## src/rtl/utt_pkg.sv

```systemverilog
// shared types and constants for the timer-stepped 8n1 uart transceiver
package utt_pkg;

   // register widths and reset values
   localparam int unsigned BIT_PERIOD_BITS  = 16;
   localparam int unsigned HALF_PERIOD_BITS = 15;
   localparam int unsigned CSR_DATA_BITS    = 16;
   localparam int unsigned CSR_INDEX_BITS   = 1;
   localparam logic [15:0] BIT_PERIOD_RESET  = 16'd104;
   localparam logic [14:0] HALF_PERIOD_RESET = 15'd52;

   // timer width range and the wide form used to resize load values
   localparam int unsigned TIMER_BITS_DEFAULT = 16;
   localparam int unsigned TIMER_BITS_MAX     = 32;
   localparam int unsigned LOAD_BITS          = TIMER_BITS_MAX + 1;

   // frame bit counts
   localparam logic [3:0] TX_FRAME_BITS = 4'd10;
   localparam logic [3:0] RX_DATA_BITS  = 4'd8;

   // register indexes
   typedef enum logic [CSR_INDEX_BITS-1:0] {
      CSR_BIT_PERIOD  = 1'b0,
      CSR_HALF_PERIOD = 1'b1
   } csr_index_type;

   // per-tick transmitter result
   typedef struct packed {
      logic line;
      logic ready;
   } tx_result_type;

   // per-tick receiver result
   typedef struct packed {
      logic       valid;
      logic [7:0] data;
   } rx_result_type;

endpackage

```

## src/rtl/utt_tx.sv

```systemverilog
// transmitter: frames a byte as start, 8 data lsb first, stop, one bit per period
module utt_tx #(
   parameter int unsigned TIMER_BITS = utt_pkg::TIMER_BITS_DEFAULT
) (
   input  logic                   clock,
   input  logic                   reset,
   input  logic                   step,
   input  logic                   start,
   input  logic [7:0]             data,
   input  logic [15:0]            bit_period,
   output utt_pkg::tx_result_type result
);
   import utt_pkg::*;

   logic [9:0]            shift_ff, shift_in;
   logic [3:0]            bits_left_ff, bits_left_in;
   logic                  busy_ff, busy_in;
   logic [TIMER_BITS-1:0] timer_ff, timer_in;
   logic                  level_ff, level_in;
   logic [LOAD_BITS-1:0]  load_wide;
   logic [TIMER_BITS-1:0] load;
   logic                  fire;

   // bit period resized to the timer width
   assign load_wide = LOAD_BITS'(bit_period);
   assign load      = load_wide[TIMER_BITS-1:0];
   assign fire      = (timer_ff[TIMER_BITS-1:1] == '0);

   // next state for one tick
   always_comb begin
      shift_in     = shift_ff;
      bits_left_in = bits_left_ff;
      busy_in      = busy_ff;
      timer_in     = timer_ff;
      level_in     = level_ff;
      if (!busy_ff) begin
         if (start) begin
            shift_in     = {1'b1, data, 1'b0};
            bits_left_in = TX_FRAME_BITS;
            busy_in      = 1'b1;
            timer_in     = load;
         end
      end else if (fire) begin
         timer_in = load;
         if (bits_left_ff == '0) begin
            busy_in      = 1'b0;
            bits_left_in = TX_FRAME_BITS;
         end else begin
            level_in     = shift_ff[0];
            shift_in     = {1'b0, shift_ff[9:1]};
            bits_left_in = bits_left_ff - 4'd1;
         end
      end else begin
         timer_in = timer_ff - TIMER_BITS'(1);
      end
   end

   // state registers, advanced once per tick
   always_ff @(posedge clock) begin
      if (reset) begin
         shift_ff     <= '0;
         bits_left_ff <= TX_FRAME_BITS;
         busy_ff      <= 1'b0;
         timer_ff     <= '0;
         level_ff     <= 1'b1;
      end else if (step) begin
         shift_ff     <= shift_in;
         bits_left_ff <= bits_left_in;
         busy_ff      <= busy_in;
         timer_ff     <= timer_in;
         level_ff     <= level_in;
      end
   end

   // values after this tick's update
   assign result.line  = level_in;
   assign result.ready = !busy_in;

endmodule

```

## src/rtl/utt_rx.sv

```systemverilog
// receiver: start edge detect, mid-bit sampling, 8 data bits lsb first
module utt_rx #(
   parameter int unsigned TIMER_BITS = utt_pkg::TIMER_BITS_DEFAULT
) (
   input  logic                   clock,
   input  logic                   reset,
   input  logic                   step,
   input  logic                   line,
   input  logic [15:0]            bit_period,
   input  logic [14:0]            half_bit_period,
   output utt_pkg::rx_result_type result
);
   import utt_pkg::*;

   logic [7:0]          shift_ff, shift_in;
   logic [3:0]          bits_left_ff, bits_left_in;
   logic                sampling_ff, sampling_in;
   logic [TIMER_BITS:0] timer_ff, timer_in;
   logic                last_level_ff;
   logic [7:0]          held_ff, held_in;
   logic                valid;
   logic [16:0]         first_sum;
   logic [LOAD_BITS-1:0] first_wide, period_wide;
   logic [TIMER_BITS:0] first_load, period_load;
   logic                fire;

   // load values resized to the timer width
   assign first_sum   = {1'b0, bit_period} + {2'b0, half_bit_period};
   assign first_wide  = LOAD_BITS'(first_sum);
   assign period_wide = LOAD_BITS'(bit_period);
   assign first_load  = first_wide[TIMER_BITS:0];
   assign period_load = period_wide[TIMER_BITS:0];
   assign fire        = (timer_ff[TIMER_BITS:1] == '0);

   // next state for one tick
   always_comb begin
      shift_in     = shift_ff;
      bits_left_in = bits_left_ff;
      sampling_in  = sampling_ff;
      timer_in     = timer_ff;
      held_in      = held_ff;
      valid        = 1'b0;
      if (!sampling_ff) begin
         if (last_level_ff && !line) begin
            sampling_in = 1'b1;
            timer_in    = first_load;
         end
      end else if (fire) begin
         timer_in     = period_load;
         shift_in     = {line, shift_ff[7:1]};
         bits_left_in = bits_left_ff - 4'd1;
         if (bits_left_in == '0) begin
            held_in      = shift_in;
            bits_left_in = RX_DATA_BITS;
            sampling_in  = 1'b0;
            valid        = 1'b1;
         end
      end else begin
         timer_in = timer_ff - (TIMER_BITS + 1)'(1);
      end
   end

   // state registers, advanced once per tick
   always_ff @(posedge clock) begin
      if (reset) begin
         shift_ff      <= '0;
         bits_left_ff  <= RX_DATA_BITS;
         sampling_ff   <= 1'b0;
         timer_ff      <= '0;
         last_level_ff <= 1'b1;
         held_ff       <= '0;
      end else if (step) begin
         shift_ff      <= shift_in;
         bits_left_ff  <= bits_left_in;
         sampling_ff   <= sampling_in;
         timer_ff      <= timer_in;
         last_level_ff <= line;
         held_ff       <= held_in;
      end
   end

   assign result.valid = valid;
   assign result.data  = held_in;

endmodule

```

## src/rtl/uart_8n1_timer_transceiver.sv

```systemverilog
// Top level of the timer-stepped 8n1 uart transceiver.
// Each req_ beat is one timer tick: the sampled receive line, a send request
// and the byte to send. Each tick yields exactly one rsp_ beat carrying the
// transmit line level, transmitter ready, a received-byte strobe and the
// last received byte, all as they stand after that tick.
// Ticks pass through an input register and then a result register, and one
// tick is taken every cycle while the result side keeps up.
// When the result side stalls, the result register holds its beat and the
// input register holds one more tick; req_ready drops only when both are full.
// The csr_ port writes bit_period (index 0) or half_bit_period (index 1), one
// register per write; write them only while no tick is in flight.
// Synchronous reset returns both registers to 104 and 52, the transmitter to
// idle with the line high and the receiver to waiting for a start edge.
module uart_8n1_timer_transceiver #(
   parameter int unsigned TIMER_BITS = utt_pkg::TIMER_BITS_DEFAULT
) (
   input  logic                               clock,
   input  logic                               reset,
   input  logic                               req_valid,
   output logic                               req_ready,
   input  logic                               req_rx_line,
   input  logic                               req_tx_start,
   input  logic [7:0]                         req_tx_byte,
   output logic                               rsp_valid,
   input  logic                               rsp_ready,
   output logic                               rsp_tx_line,
   output logic                               rsp_tx_ready,
   output logic                               rsp_rx_valid,
   output logic [7:0]                         rsp_rx_byte,
   input  logic                               csr_we,
   input  logic [utt_pkg::CSR_INDEX_BITS-1:0] csr_index,
   input  logic [utt_pkg::CSR_DATA_BITS-1:0]  csr_wdata
);
   import utt_pkg::*;

   logic          in_valid_ff, in_valid_in;
   logic          in_rx_line_ff;
   logic          in_tx_start_ff;
   logic [7:0]    in_tx_byte_ff;
   logic          out_valid_ff, out_valid_in;
   logic          out_tx_line_ff;
   logic          out_tx_ready_ff;
   logic          out_rx_valid_ff;
   logic [7:0]    out_rx_byte_ff;
   logic [15:0]   bit_period_ff;
   logic [14:0]   half_period_ff;
   logic          advance;
   logic          accept;
   tx_result_type tx_result;
   rx_result_type rx_result;

   // configuration registers
   always_ff @(posedge clock) begin
      if (reset) begin
         bit_period_ff  <= BIT_PERIOD_RESET;
         half_period_ff <= HALF_PERIOD_RESET;
      end else if (csr_we) begin
         unique case (csr_index_type'(csr_index))
            CSR_BIT_PERIOD:  bit_period_ff  <= csr_wdata[BIT_PERIOD_BITS-1:0];
            CSR_HALF_PERIOD: half_period_ff <= csr_wdata[HALF_PERIOD_BITS-1:0];
            default: ;
         endcase
      end
   end

   // pipeline flow control
   assign advance   = in_valid_ff && (!out_valid_ff || rsp_ready);
   assign req_ready = !in_valid_ff || advance;
   assign accept    = req_valid && req_ready;

   always_comb begin
      in_valid_in  = accept ? 1'b1 : (advance ? 1'b0 : in_valid_ff);
      out_valid_in = advance ? 1'b1 : (rsp_ready ? 1'b0 : out_valid_ff);
   end

   // input register
   always_ff @(posedge clock) begin
      if (reset) begin
         in_valid_ff <= 1'b0;
      end else begin
         in_valid_ff <= in_valid_in;
      end
      if (accept) begin
         in_rx_line_ff  <= req_rx_line;
         in_tx_start_ff <= req_tx_start;
         in_tx_byte_ff  <= req_tx_byte;
      end
   end

   utt_tx #(
      .TIMER_BITS (TIMER_BITS)
   ) u_tx (
      .clock      (clock),
      .reset      (reset),
      .step       (advance),
      .start      (in_tx_start_ff),
      .data       (in_tx_byte_ff),
      .bit_period (bit_period_ff),
      .result     (tx_result)
   );

   utt_rx #(
      .TIMER_BITS (TIMER_BITS)
   ) u_rx (
      .clock           (clock),
      .reset           (reset),
      .step            (advance),
      .line            (in_rx_line_ff),
      .bit_period      (bit_period_ff),
      .half_bit_period (half_period_ff),
      .result          (rx_result)
   );

   // result register, keeps the latest tick's state after the beat leaves
   always_ff @(posedge clock) begin
      if (reset) begin
         out_valid_ff    <= 1'b0;
         out_tx_line_ff  <= 1'b1;
         out_tx_ready_ff <= 1'b1;
         out_rx_valid_ff <= 1'b0;
         out_rx_byte_ff  <= '0;
      end else begin
         out_valid_ff <= out_valid_in;
         if (advance) begin
            out_tx_line_ff  <= tx_result.line;
            out_tx_ready_ff <= tx_result.ready;
            out_rx_valid_ff <= rx_result.valid;
            out_rx_byte_ff  <= rx_result.data;
         end
      end
   end

   assign rsp_valid    = out_valid_ff;
   assign rsp_tx_line  = out_tx_line_ff;
   assign rsp_tx_ready = out_tx_ready_ff;
   assign rsp_rx_valid = out_rx_valid_ff;
   assign rsp_rx_byte  = out_rx_byte_ff;

   // an empty input register never blocks a tick
   a_ready_when_empty: assert property (@(posedge clock) disable iff (reset)
      !in_valid_ff |-> req_ready)
      else $error("input register empty but req_ready low");

   // a tick that moves forward always lands in the result register
   a_advance_fills_out: assert property (@(posedge clock) disable iff (reset)
      advance |=> out_valid_ff)
      else $error("advanced tick missing from result register");

   // a send request on an idle transmitter makes it busy
   a_start_takes_tx: assert property (@(posedge clock) disable iff (reset)
      advance && in_tx_start_ff && out_tx_ready_ff |=> !out_tx_ready_ff)
      else $error("send request on idle transmitter not taken");

endmodule

```

## config.mk

```make
export PLATFORM = sky130hd
export DESIGN_NAME = uart_8n1_timer_transceiver
export DESIGN_NICKNAME = d
export VERILOG_FILES = /design/src/rtl/utt_pkg.sv /design/src/rtl/utt_tx.sv /design/src/rtl/utt_rx.sv /design/src/rtl/uart_8n1_timer_transceiver.sv
export SDC_FILE = /design/constraint.sdc
export NUM_CORES = 1
export LEC_CHECK = 0
export BUFFER_PORTS_ARGS = -buffer_cell sky130_fd_sc_hd__buf_2
export CAP_MARGIN = 20
export CORE_ASPECT_RATIO = 0.6
export CORE_UTILIZATION = 30
export DETAILED_ROUTE_END_ITERATION = 10
export PLACE_DENSITY = 0.51
export SYNTH_ARGS = -nofsm -noshare
export SYNTH_HDL_FRONTEND = slang
export SYNTH_HIERARCHICAL = 1
export SYNTH_SLANG_ARGS = --single-unit
```

## constraint.sdc

```tcl
create_clock -name clock -period 3.8 [get_ports clock]
set_input_delay 0.95 -clock clock [delete_from_list [all_inputs] [get_ports clock]]
set_output_delay 0.95 -clock clock [all_outputs]
set_load 0.02 [all_outputs]
```

# Word-level counts from Yosys, hierarchy flattened

Cells that the tools add are included.

Add/subtract/negate cells: 5
Equality and inequality tests: 2
Mux-type cells: 30
Bitwise logic cells: 2
Reductions and logical operators: 26

Operators with widths:

| cell                    | count |
|---|---|
| $mux W17                | 3 |
| $mux W16                | 3 |
| $mux W10                | 4 |
| $mux W4                 | 5 |
| $add A16 B15 Y17        | 1 |
| $sub A17 B1 Y17 const B | 1 |
| $logic_not A16 Y1       | 1 |
| $sub A16 B1 Y16 const B | 1 |
| $logic_not A15 Y1       | 1 |
| $mux W1                 | 15 |
| $reduce_and A4 Y1       | 3 |
| $logic_not A4 Y1        | 2 |
| $reduce_and A2 Y1       | 4 |
| $reduce_bool A2 Y1      | 4 |
| $sub A4 B1 Y4 const B   | 2 |
| $reduce_and A3 Y1       | 2 |
| $logic_not A1 Y1        | 4 |
| $ne A2 B2 Y1 const B    | 2 |
| $logic_and A1 B1 Y1     | 3 |
| $logic_or A1 B1 Y1      | 2 |
| $not A1 Y1              | 2 |

Flip-flop bits (word level): 116
Input port bits: 32
Output and inout port bits: 13
Word-level logic and storage cells: 85

# Longest topological paths before layout

Gate-level depths: netlist (run 1).

Word-level depth: 6
Gate-level depth with buffers: 10
Mapped depth without buffers: 9

# Cells and area by module

Netlist (run 1), hierarchy kept.

Modules (own cells, without submodules):

| module                     | times used | cells each | area an instance (µm²) | sequential area each (µm²) |
|---|---|---|---|---|
| utt_rx                     | 1          | 367        | 2822.7                 | 760.7 |
| uart_8n1_timer_transceiver | 1          | 206        | 1998.2                 | 1181.1 |
| utt_tx                     | 1          | 238        | 1903.1                 | 640.6 |

# Worst setup path after synthesis (run 1)

No wires, ideal clock.

Path kind: input to register
Start point: in rsp_ready
End point: reg u_tx.shift_ff[1]
Library setup time: 0.086 ns
Arrival: 2.498 ns
Data required time: 3.714 ns
Path slack: 1.216 ns
Cell stages on the path: 9
Buffers on the path: 4
Cells stage by stage: nor2b_4 > nor2b_4 > buf_6 > clkbuf_1 > o21a_1 > clkbuf_1 > clkbuf_1 > a21oi_1 > a211oi_1

Cells in the longest elaborated chain, start to end: 3

Ends and longest elaborated chain:

| element                     | line                             | source |
|---|---|---|
| from (decl)                 | uart_8n1_timer_transceiver.sv:25 | `input logic rsp_ready,` |
| $logic_or A1 B1 Y1          | uart_8n1_timer_transceiver.sv:67 | `assign advance = in_valid_ff && (!out_valid_ff \|\| rsp_ready);` |
| $logic_and A1 B1 Y1         | uart_8n1_timer_transceiver.sv:67 |  |
| via advance                 | uart_8n1_timer_transceiver.sv:47 | `logic advance;` |
| $reduce_and A4 Y1 (no line) | -                                |  |
| to (signal assigned)        | utt_tx.sv:67                     | `shift_ff <= shift_in;` |
| to (decl)                   | utt_tx.sv:15                     | `logic [9:0] shift_ff, shift_in;` |

The timed path passes the listed nets, and every way through them passes these cells.
A chain may end at the register's enable or synchronous reset.

# Final worst setup path (run 1)

Start point: reg bit_period_ff[0]
End point: reg u_rx.timer_ff[12]

Cells in the longest elaborated chain, start to end: 3

Ends and longest elaborated chain:

| element                | line                             | source |
|---|---|---|
| from (decl)            | uart_8n1_timer_transceiver.sv:45 | `logic [15:0] bit_period_ff;` |
| from (signal assigned) | uart_8n1_timer_transceiver.sv:59 | `CSR_BIT_PERIOD: bit_period_ff <= csr_wdata[BIT_PERIOD_BITS-1:0];` |
| $add A16 B15 Y17       | utt_rx.sv:28                     | `assign first_sum = {1'b0, bit_period} + {2'b0, half_bit_period};` |
| $mux W17               | utt_rx.sv:44                     | `if (last_level_ff && !line) begin` |
| $mux W17               | utt_rx.sv:43                     | `if (!sampling_ff) begin` |
| to (signal assigned)   | utt_rx.sv:76                     | `timer_ff <= timer_in;` |
| to (decl)              | utt_rx.sv:18                     | `logic [TIMER_BITS:0] timer_ff, timer_in;` |

No other way between the ends. The select of a mux whose other input is x is not followed.

==> results of run 1 <==
## cells by family (layout without fill, tap and decap cells)
group	after synthesis	after routing	share of synthesized area, %
multiplexers	39	39	5.99
adder cells (fa/ha/maj)	22	22	4.21
XOR/XNOR	22	22	2.87
buffers and inverters	63	108	4.69
AO/OA/AOI/OAI	215	215	19.9
flip-flops	124	124	38.4
AND/OR/NAND/NOR	326	326	23.9
## cells in the final DEF (no fill, tap or decap), drive strengths merged, types with 5 or more instances in the layout
cell type,synthesis,routed
a211oi,21,21
a21oi,90,90
a31oi,11,11
and2,6,6
buf,28,62
clkbuf,21,17
clkinvlp,0,5
dfxtp,114,114
edfxtp,10,10
ha,21,21
inv,14,19
mux2,10,10
mux2i,29,29
nand2,122,122
nand2b,22,22
nand3,16,16
nand3b,6,6
nand4,9,9
nor2,73,73
nor2b,13,13
nor3,21,21
nor4,11,11
o211ai,17,17
o21a,6,6
o21ai,35,35
or3,6,6
or4,6,6
xnor2,9,9
xor2,13,13
## per-stage QoR
stage | hold slack, ps | util, % | total power [mW]
2_1_floorplan | 440 | - | 1.82
3_3_place_gp | 453 | 32.6 | 1.96
3_5_place_dp | 460 | 32.6 | 1.96
4_1_cts | 469 | 35.1 | 3.55
5_1_grt | 488 | 35.2 | 3.68
6_report | 465 | 35.2 | 3.52
## power breakdown
| group | switching (mW) | internal (mW) |
|---|---|---|
| Clock | 0.667 | 0.909 |
| Sequential | 0.0496 | 1.37 |
| Combinational | 0.335 | 0.195 |
## metal layers
| metal | wire length, µm | GRT usage, % |
|---|---|---|
| met5 | 0 | 0 |
| met4 | 221 | 4.63 |
| met3 | 1110 | 3.47 |
| met2 | 6850 | 22.1 |
| met1 | 10100 | 26.3 |
## final cells by class
cell class,instances,area share [%]
multi-input cells,624,49.4
flip-flops and latches,124,33.4
clock buffers,17,5.49
inverters,14,0.679
repair buffers,62,4.62
clock inverters,15,1.81
well taps,286,4.62
## worst max-delay path, cell delays in order, from the launching register on
cell and delay, ps:
dfxtp_1 350, ha_1 240, fa_1 400, a21o_1 210
a221oi_2 330, o21bai_1 180, a31oi_1 440, xnor2_1 140
o211ai_1 180, a21oi_1 80
## worst max-delay path by stage
stage / start / end / slack [ps] / cells past startpoint
2_1_floorplan: rsp_ready / u_tx/shift_ff[1] / 1220 / 9
3_3_place_gp: rsp_ready / u_tx/timer_ff[6] / 900 / 9
3_5_place_dp: rsp_ready / u_tx/timer_ff[6] / 870 / 9
4_1_cts: bit_period_ff[0] / u_rx/timer_ff[16] / 1120 / 9
5_1_grt: bit_period_ff[0] / u_rx/timer_ff[12] / 870 / 9
6_report: bit_period_ff[0] / u_rx/timer_ff[12] / 1100 / 9
## state kept, by name (all words and copies together) (netlist names), 7 cells and up
| register | count |
|---|---|
| bit_period_ff | 16 |
| u_rx/held_ff | 8 |
| rsp_rx_byte | 8 |
| u_rx/shift_ff | 7 |
| u_tx/timer_ff | 16 |
| in_tx_byte_ff | 8 |
| half_period_ff | 15 |
| u_rx/timer_ff | 17 |
| u_tx/shift_ff | 10 |
==> run_results.csv, run 1 <==
group,metric,value,unit
run_status,status,"finished, final reports clean",
layout,seqCellArea,2580,µm²
sta,rsz0062_at_grt,"false",
layout,antennaDiodeCount,0,
setup_path,r2r_setup_slack,1100,ps
yosys,ys_seq_elements,124,
worst_hold_path,min-delay-start,"half_period_ff[9]",
clocking,cts_hold_buf,0,
worst_hold_path,hold_path_class,"flip-flop to flip-flop",
floorplanning,start_util,30.5,%
routing,wl_per_cell,16.0,µm
yosys,ys_top_cells_by_count,"nand2_1, dfxtp_1, a21oi_1",
placed_design,port_buffers,44,
floorplanning,core_area,22000,µm²
setup_path,cp.arrival,2980,ps
clocking,cts_tree,"built",
pwr,powerDensity,455,nW/µm²
yosys,avgSynthCellArea,8.29,µm²
sta,fin_tns_setup,0,ps
setup_path,r2r_cells,9,
sta,setup_viol,0,
routing,routed-via-count,5951,
sta,relSlewSlack,38.7,%
setup_path,worstSetupStartpointType,"flip-flop",
sta,clock.fmax,370,MHz
routing,dr.first_iter.drc_count,502,
layout,drive_gt1_share,15.1,%
setup_path,required,4080,ps
yosys,synth_top_area_share,33.9,%
job,drv_cap,0,
setup_path,endpoint_kind,"flip-flop",
worst_hold_path,hold_depth,2,
global_route,grt_pass1_wl,30200,µm
floorplanning,io_pins,45,
global_route,grt_use_total,16.7,%
clocking,ctsResizeCount,0,
setup_path,r2r-end,"u_rx/timer_ff[12]",
layout,num-nets-final,897,
placed_design,placed_area,7170,µm²
clocking,cts_buffer_depth,2,
placed_design,hpwl,12700,µm
clocking,cts_inserted_buffers,17,
setup_path,worst-setup-path-type,"flip-flop to flip-flop",
layout,multi_input_area,3830,µm²
layout,fin_cells,1142,
placed_design,pre_cts_ws,866,ps
sta,worst_pin_slew,920,ps
yosys,synth_edf_count,10,
sta,slew_violations,0,
clocking,htreeDepth,4,
worst_hold_path,min_to,"half_period_ff[9]",
routing,route.detailed.drc,0,
yosys,async_flop_share,0,%
layout,final_cell_area,7740,µm²
sta,timing.final.ws_setup,1100,ps
layout,fillers,2291,
sta,final.min_clock_period,2700,ps
yosys,synth_top_cell_by_area,"dfxtp_1",
yosys,ys_warn_count,6,
layout,area_growth,15.1,%
clocking,cts-root-buf,"clkbuf_16",
floorplanning,fp-row-count,42,
yosys,synth-seq-area-share,38.4,%
setup_path,regToRegStartpoint,"bit_period_ff[0]",
floorplanning,dieWidth,195,µm
clocking,clock_latency,420,ps
yosys,syn-num-nets,865,
clocking,clk_pin_slew_worst_paths,60,ps
yosys,netlist_instances,811,
global_route,antenna_found_initial,0,
yosys,syn-cell-area,6720,µm²
routing,ant_nets,0,
sta,hold_viol,0,
yosys,synth_cell_type_count,74,
global_route,grt_max_degree,56,
routing,vias_per_cell,5.21,
floorplanning,dieHeight,118,µm
placed_design,dp.cells,1109,
global_route,overflow,0,
global_route,grt_pass1_vias,5603,
clocking,post_cts_buffers,0,
yosys,synth_area_leaders,"dfxtp_1, nand2_1, a21oi_1",
clocking,clkSinkCount,124,
yosys,synth_most_common_cell,"nand2_1",
floorplanning,die-area,23000,µm²
pwr,total_leakage_power,2.93,nW
routing,firstDrtPassIters,5,
routing,wl,18300,µm
pwr,vdd_drop_max,268,µV
placed_design,gp_congestion,0.809,
setup_path,crit_fanout,4,
sta,fin_crit_sh,71.0,%
sta,fin_skew,8.39,ps
yosys,synth-main-ff-cell,"dfxtp_1",
No activity file was read; power rests on OpenSTA's default activity.
==> run 2: changes to the inputs <==
PLACE_DENSITY = 0.53   (was 0.51)
clock period = 2.18 ns   (was 3.8 ns; I/O delays follow)
==> run 2 against run 1 <==
- the run now ends with negative setup slack left
- global-route usage increased by 0.95 points
- setup slack got worse by 1100 ps
- routed wire length increased by 6.7%
- register-to-register slack got worse by 1100 ps
- non-clock buffer count increased by 63
- critical endpoint unchanged
- clock skew increased by 4.6 ps
==> run_results.csv, run 2 (synthesis results as in run 1) <==
group,metric,value,unit
global_route,grt_max_degree,49,
layout,area_growth,26.3,%
layout,fin_cells,1205,
sta,slew_violations,0,
clocking,cts_inserted_buffers,17,
layout,final_cell_area,8490,µm²
layout,largest_reg_flops,17,
sta,fin_skew,13.0,ps
placed_design,port_buffers,44,
floorplanning,dieHeight,118,µm
sta,relSlewSlack,50.1,%
global_route,antenna_found_initial,0,
setup_path,cp_slowest_stage_delay,340,ps
sta,clock.fmax,455,MHz
setup_path,required,2480,ps
layout,antennaDiodeCount,0,
setup_path,endpoint_kind,"flip-flop",
setup_path,worst-setup-path-type,"flip-flop to flip-flop",
layout,top_register,"u_rx/timer_ff",
floorplanning,io_pins,45,
run_status,violations,"negative setup slack",
clocking,htreeDepth,4,
layout,fillers,2237,
floorplanning,die-area,23000,µm²
placed_design,dp.cells,1170,
routing,dr.first_iter.drc_count,628,
setup_path,crit_fanout,4,
clocking,cts_tree,"built",
layout,multi_input_area,4000,µm²
pwr,vdd_drop_max,558,µV
layout,num-nets-final,960,
sta,setup_viol,4,
floorplanning,core_area,22000,µm²
floorplanning,start_util,30.5,%
sta,fin_crit_sh,101,%
sta,hold_viol,0,
global_route,overflow,0,
global_route,grt_use_total,17.6,%
job,drv_cap,0,
layout,layout_commonest_cell,"nand2_1",
sta,rsz0062_at_grt,"true",
clocking,clock_latency,420,ps
routing,vias_per_cell,5.17,
floorplanning,fp-row-count,42,
sta,timing.final.ws_setup,-19.4,ps
clocking,cts-root-buf,"clkbuf_16",
routing,ant_nets,0,
setup_path,cpLargestDelayFamily,"compound AO/OA/AOI/OAI gates",
clocking,clk_pin_slew_worst_paths,60,ps
layout,mostFrequentLayoutCells,"nand2_1, dfxtp_1, a21oi_1",
worst_hold_path,hold_path_class,"input pin to flip-flop",
global_route,grt_pass1_vias,5742,
global_route,grt_pass1_wl,31800,µm
run_status,status,"complete, but fails checks",
pwr,powerDensity,760,nW/µm²
placed_design,placed_area,7710,µm²
clocking,clkSinkCount,124,
routing,routed-via-count,6231,
setup_path,critPathBufInv,1,
placed_design,gp_congestion,0.904,
sta,final.min_clock_period,2200,ps
layout,seqCellArea,2590,µm²
routing,firstDrtPassIters,5,
setup_path,crit_slowest_cell,"dfxtp_2",
floorplanning,dieWidth,195,µm
routing,wl,19500,µm
sta,worst_pin_slew,747,ps
setup_path,crit_chain,"ha_4 -> fa_2 -> a21o_1 -> a221oi_2 -> o21bai_2 -> a31oi_2 -> buf_6 -> xnor2_2 -> o211ai_1 -> a21oi_1",
setup_path,worstSetupStartpointType,"flip-flop",
routing,wl_per_cell,16.2,µm
pwr,design_power_total,6.46,mW
layout,top_regs,"u_rx/timer_ff: 17 flops, bit_period_ff: 16 flops, u_tx/timer_ff: 16 flops",
clocking,cts_buffer_depth,2,
routing,route.detailed.drc,0,
pwr,total_leakage_power,3.33,nW
layout,drive_gt1_share,23.7,%
placed_design,hpwl,13700,µm
setup_path,cp.arrival,2500,ps
[run 2: final timing paths]
check,end,cells past startpoint,slack [ps],from
worst max-delay path,u_rx/timer_ff[12],10,-20,bit_period_ff[0]
worst min-delay path,in_tx_byte_ff[6],1,300,req_tx_byte[6]
worst max register to register,u_rx/timer_ff[12],10,-20,bit_period_ff[0]
worst min register to register,half_period_ff[11],2,460,half_period_ff[11]
[run 2: through the flow]
step	setup slack, ps	TNS [ps]	hold WS (ps)	util, %
final	-19.4	-47.8	299	38.6
after global routing	-136	-713	274	38.6
after CTS	-40.1	-115	282	37.9
after detailed placement	-113	-325	457	35.0
after global placement	-75.5	-194	449	35.0
after floorplan	1.40	0	440	-
[run 2: final cells by class]
type	instances	area share [%]
well taps	286	4.21
inverters	14	0.619
multi-input cells	624	47.1
clock buffers	20	5.14
repair buffers	125	10.8
clock inverters	12	1.68
flip-flops and latches	124	30.5
[run 2: worst reg2reg max path, delay by kind of cell, from the launching register on]
family / cells / cell delay, ps
xor+xnor: 1 / 70
buf+inv: 1 / 150
flops: 1 / 340
fa+ha+maj: 2 / 500
compound gates: 6 / 1030
[run 2: timing repair]
action                                  CTS  global route
endpoints found under the hold margin     0             0
hold buffers                              0             0
gates resized for setup                   8            28
setup buffers                             1             3
pin swaps                                 7             9
endpoints found under the setup margin    6            33
[run 2: routing by layer]
| metal | track usage [%] | up-vias | wire length (µm) |
|---|---|---|---|
| li1 | - | 3104 | - |
| met1 | 28.9 | 2911 | 10900 |
| met2 | 21.8 | 203 | 7140 |
| met3 | 4.13 | 13 | 1310 |
| met4 | 4.33 | 0 | 189 |
| met5 | 0 | - | 0 |
[run 2: power breakdown]
part           switching (mW)  internal, mW  total (mW)
Clock                    1.12          1.70        2.82
Sequential             0.0754          2.38        2.46
Combinational           0.682         0.502        1.18
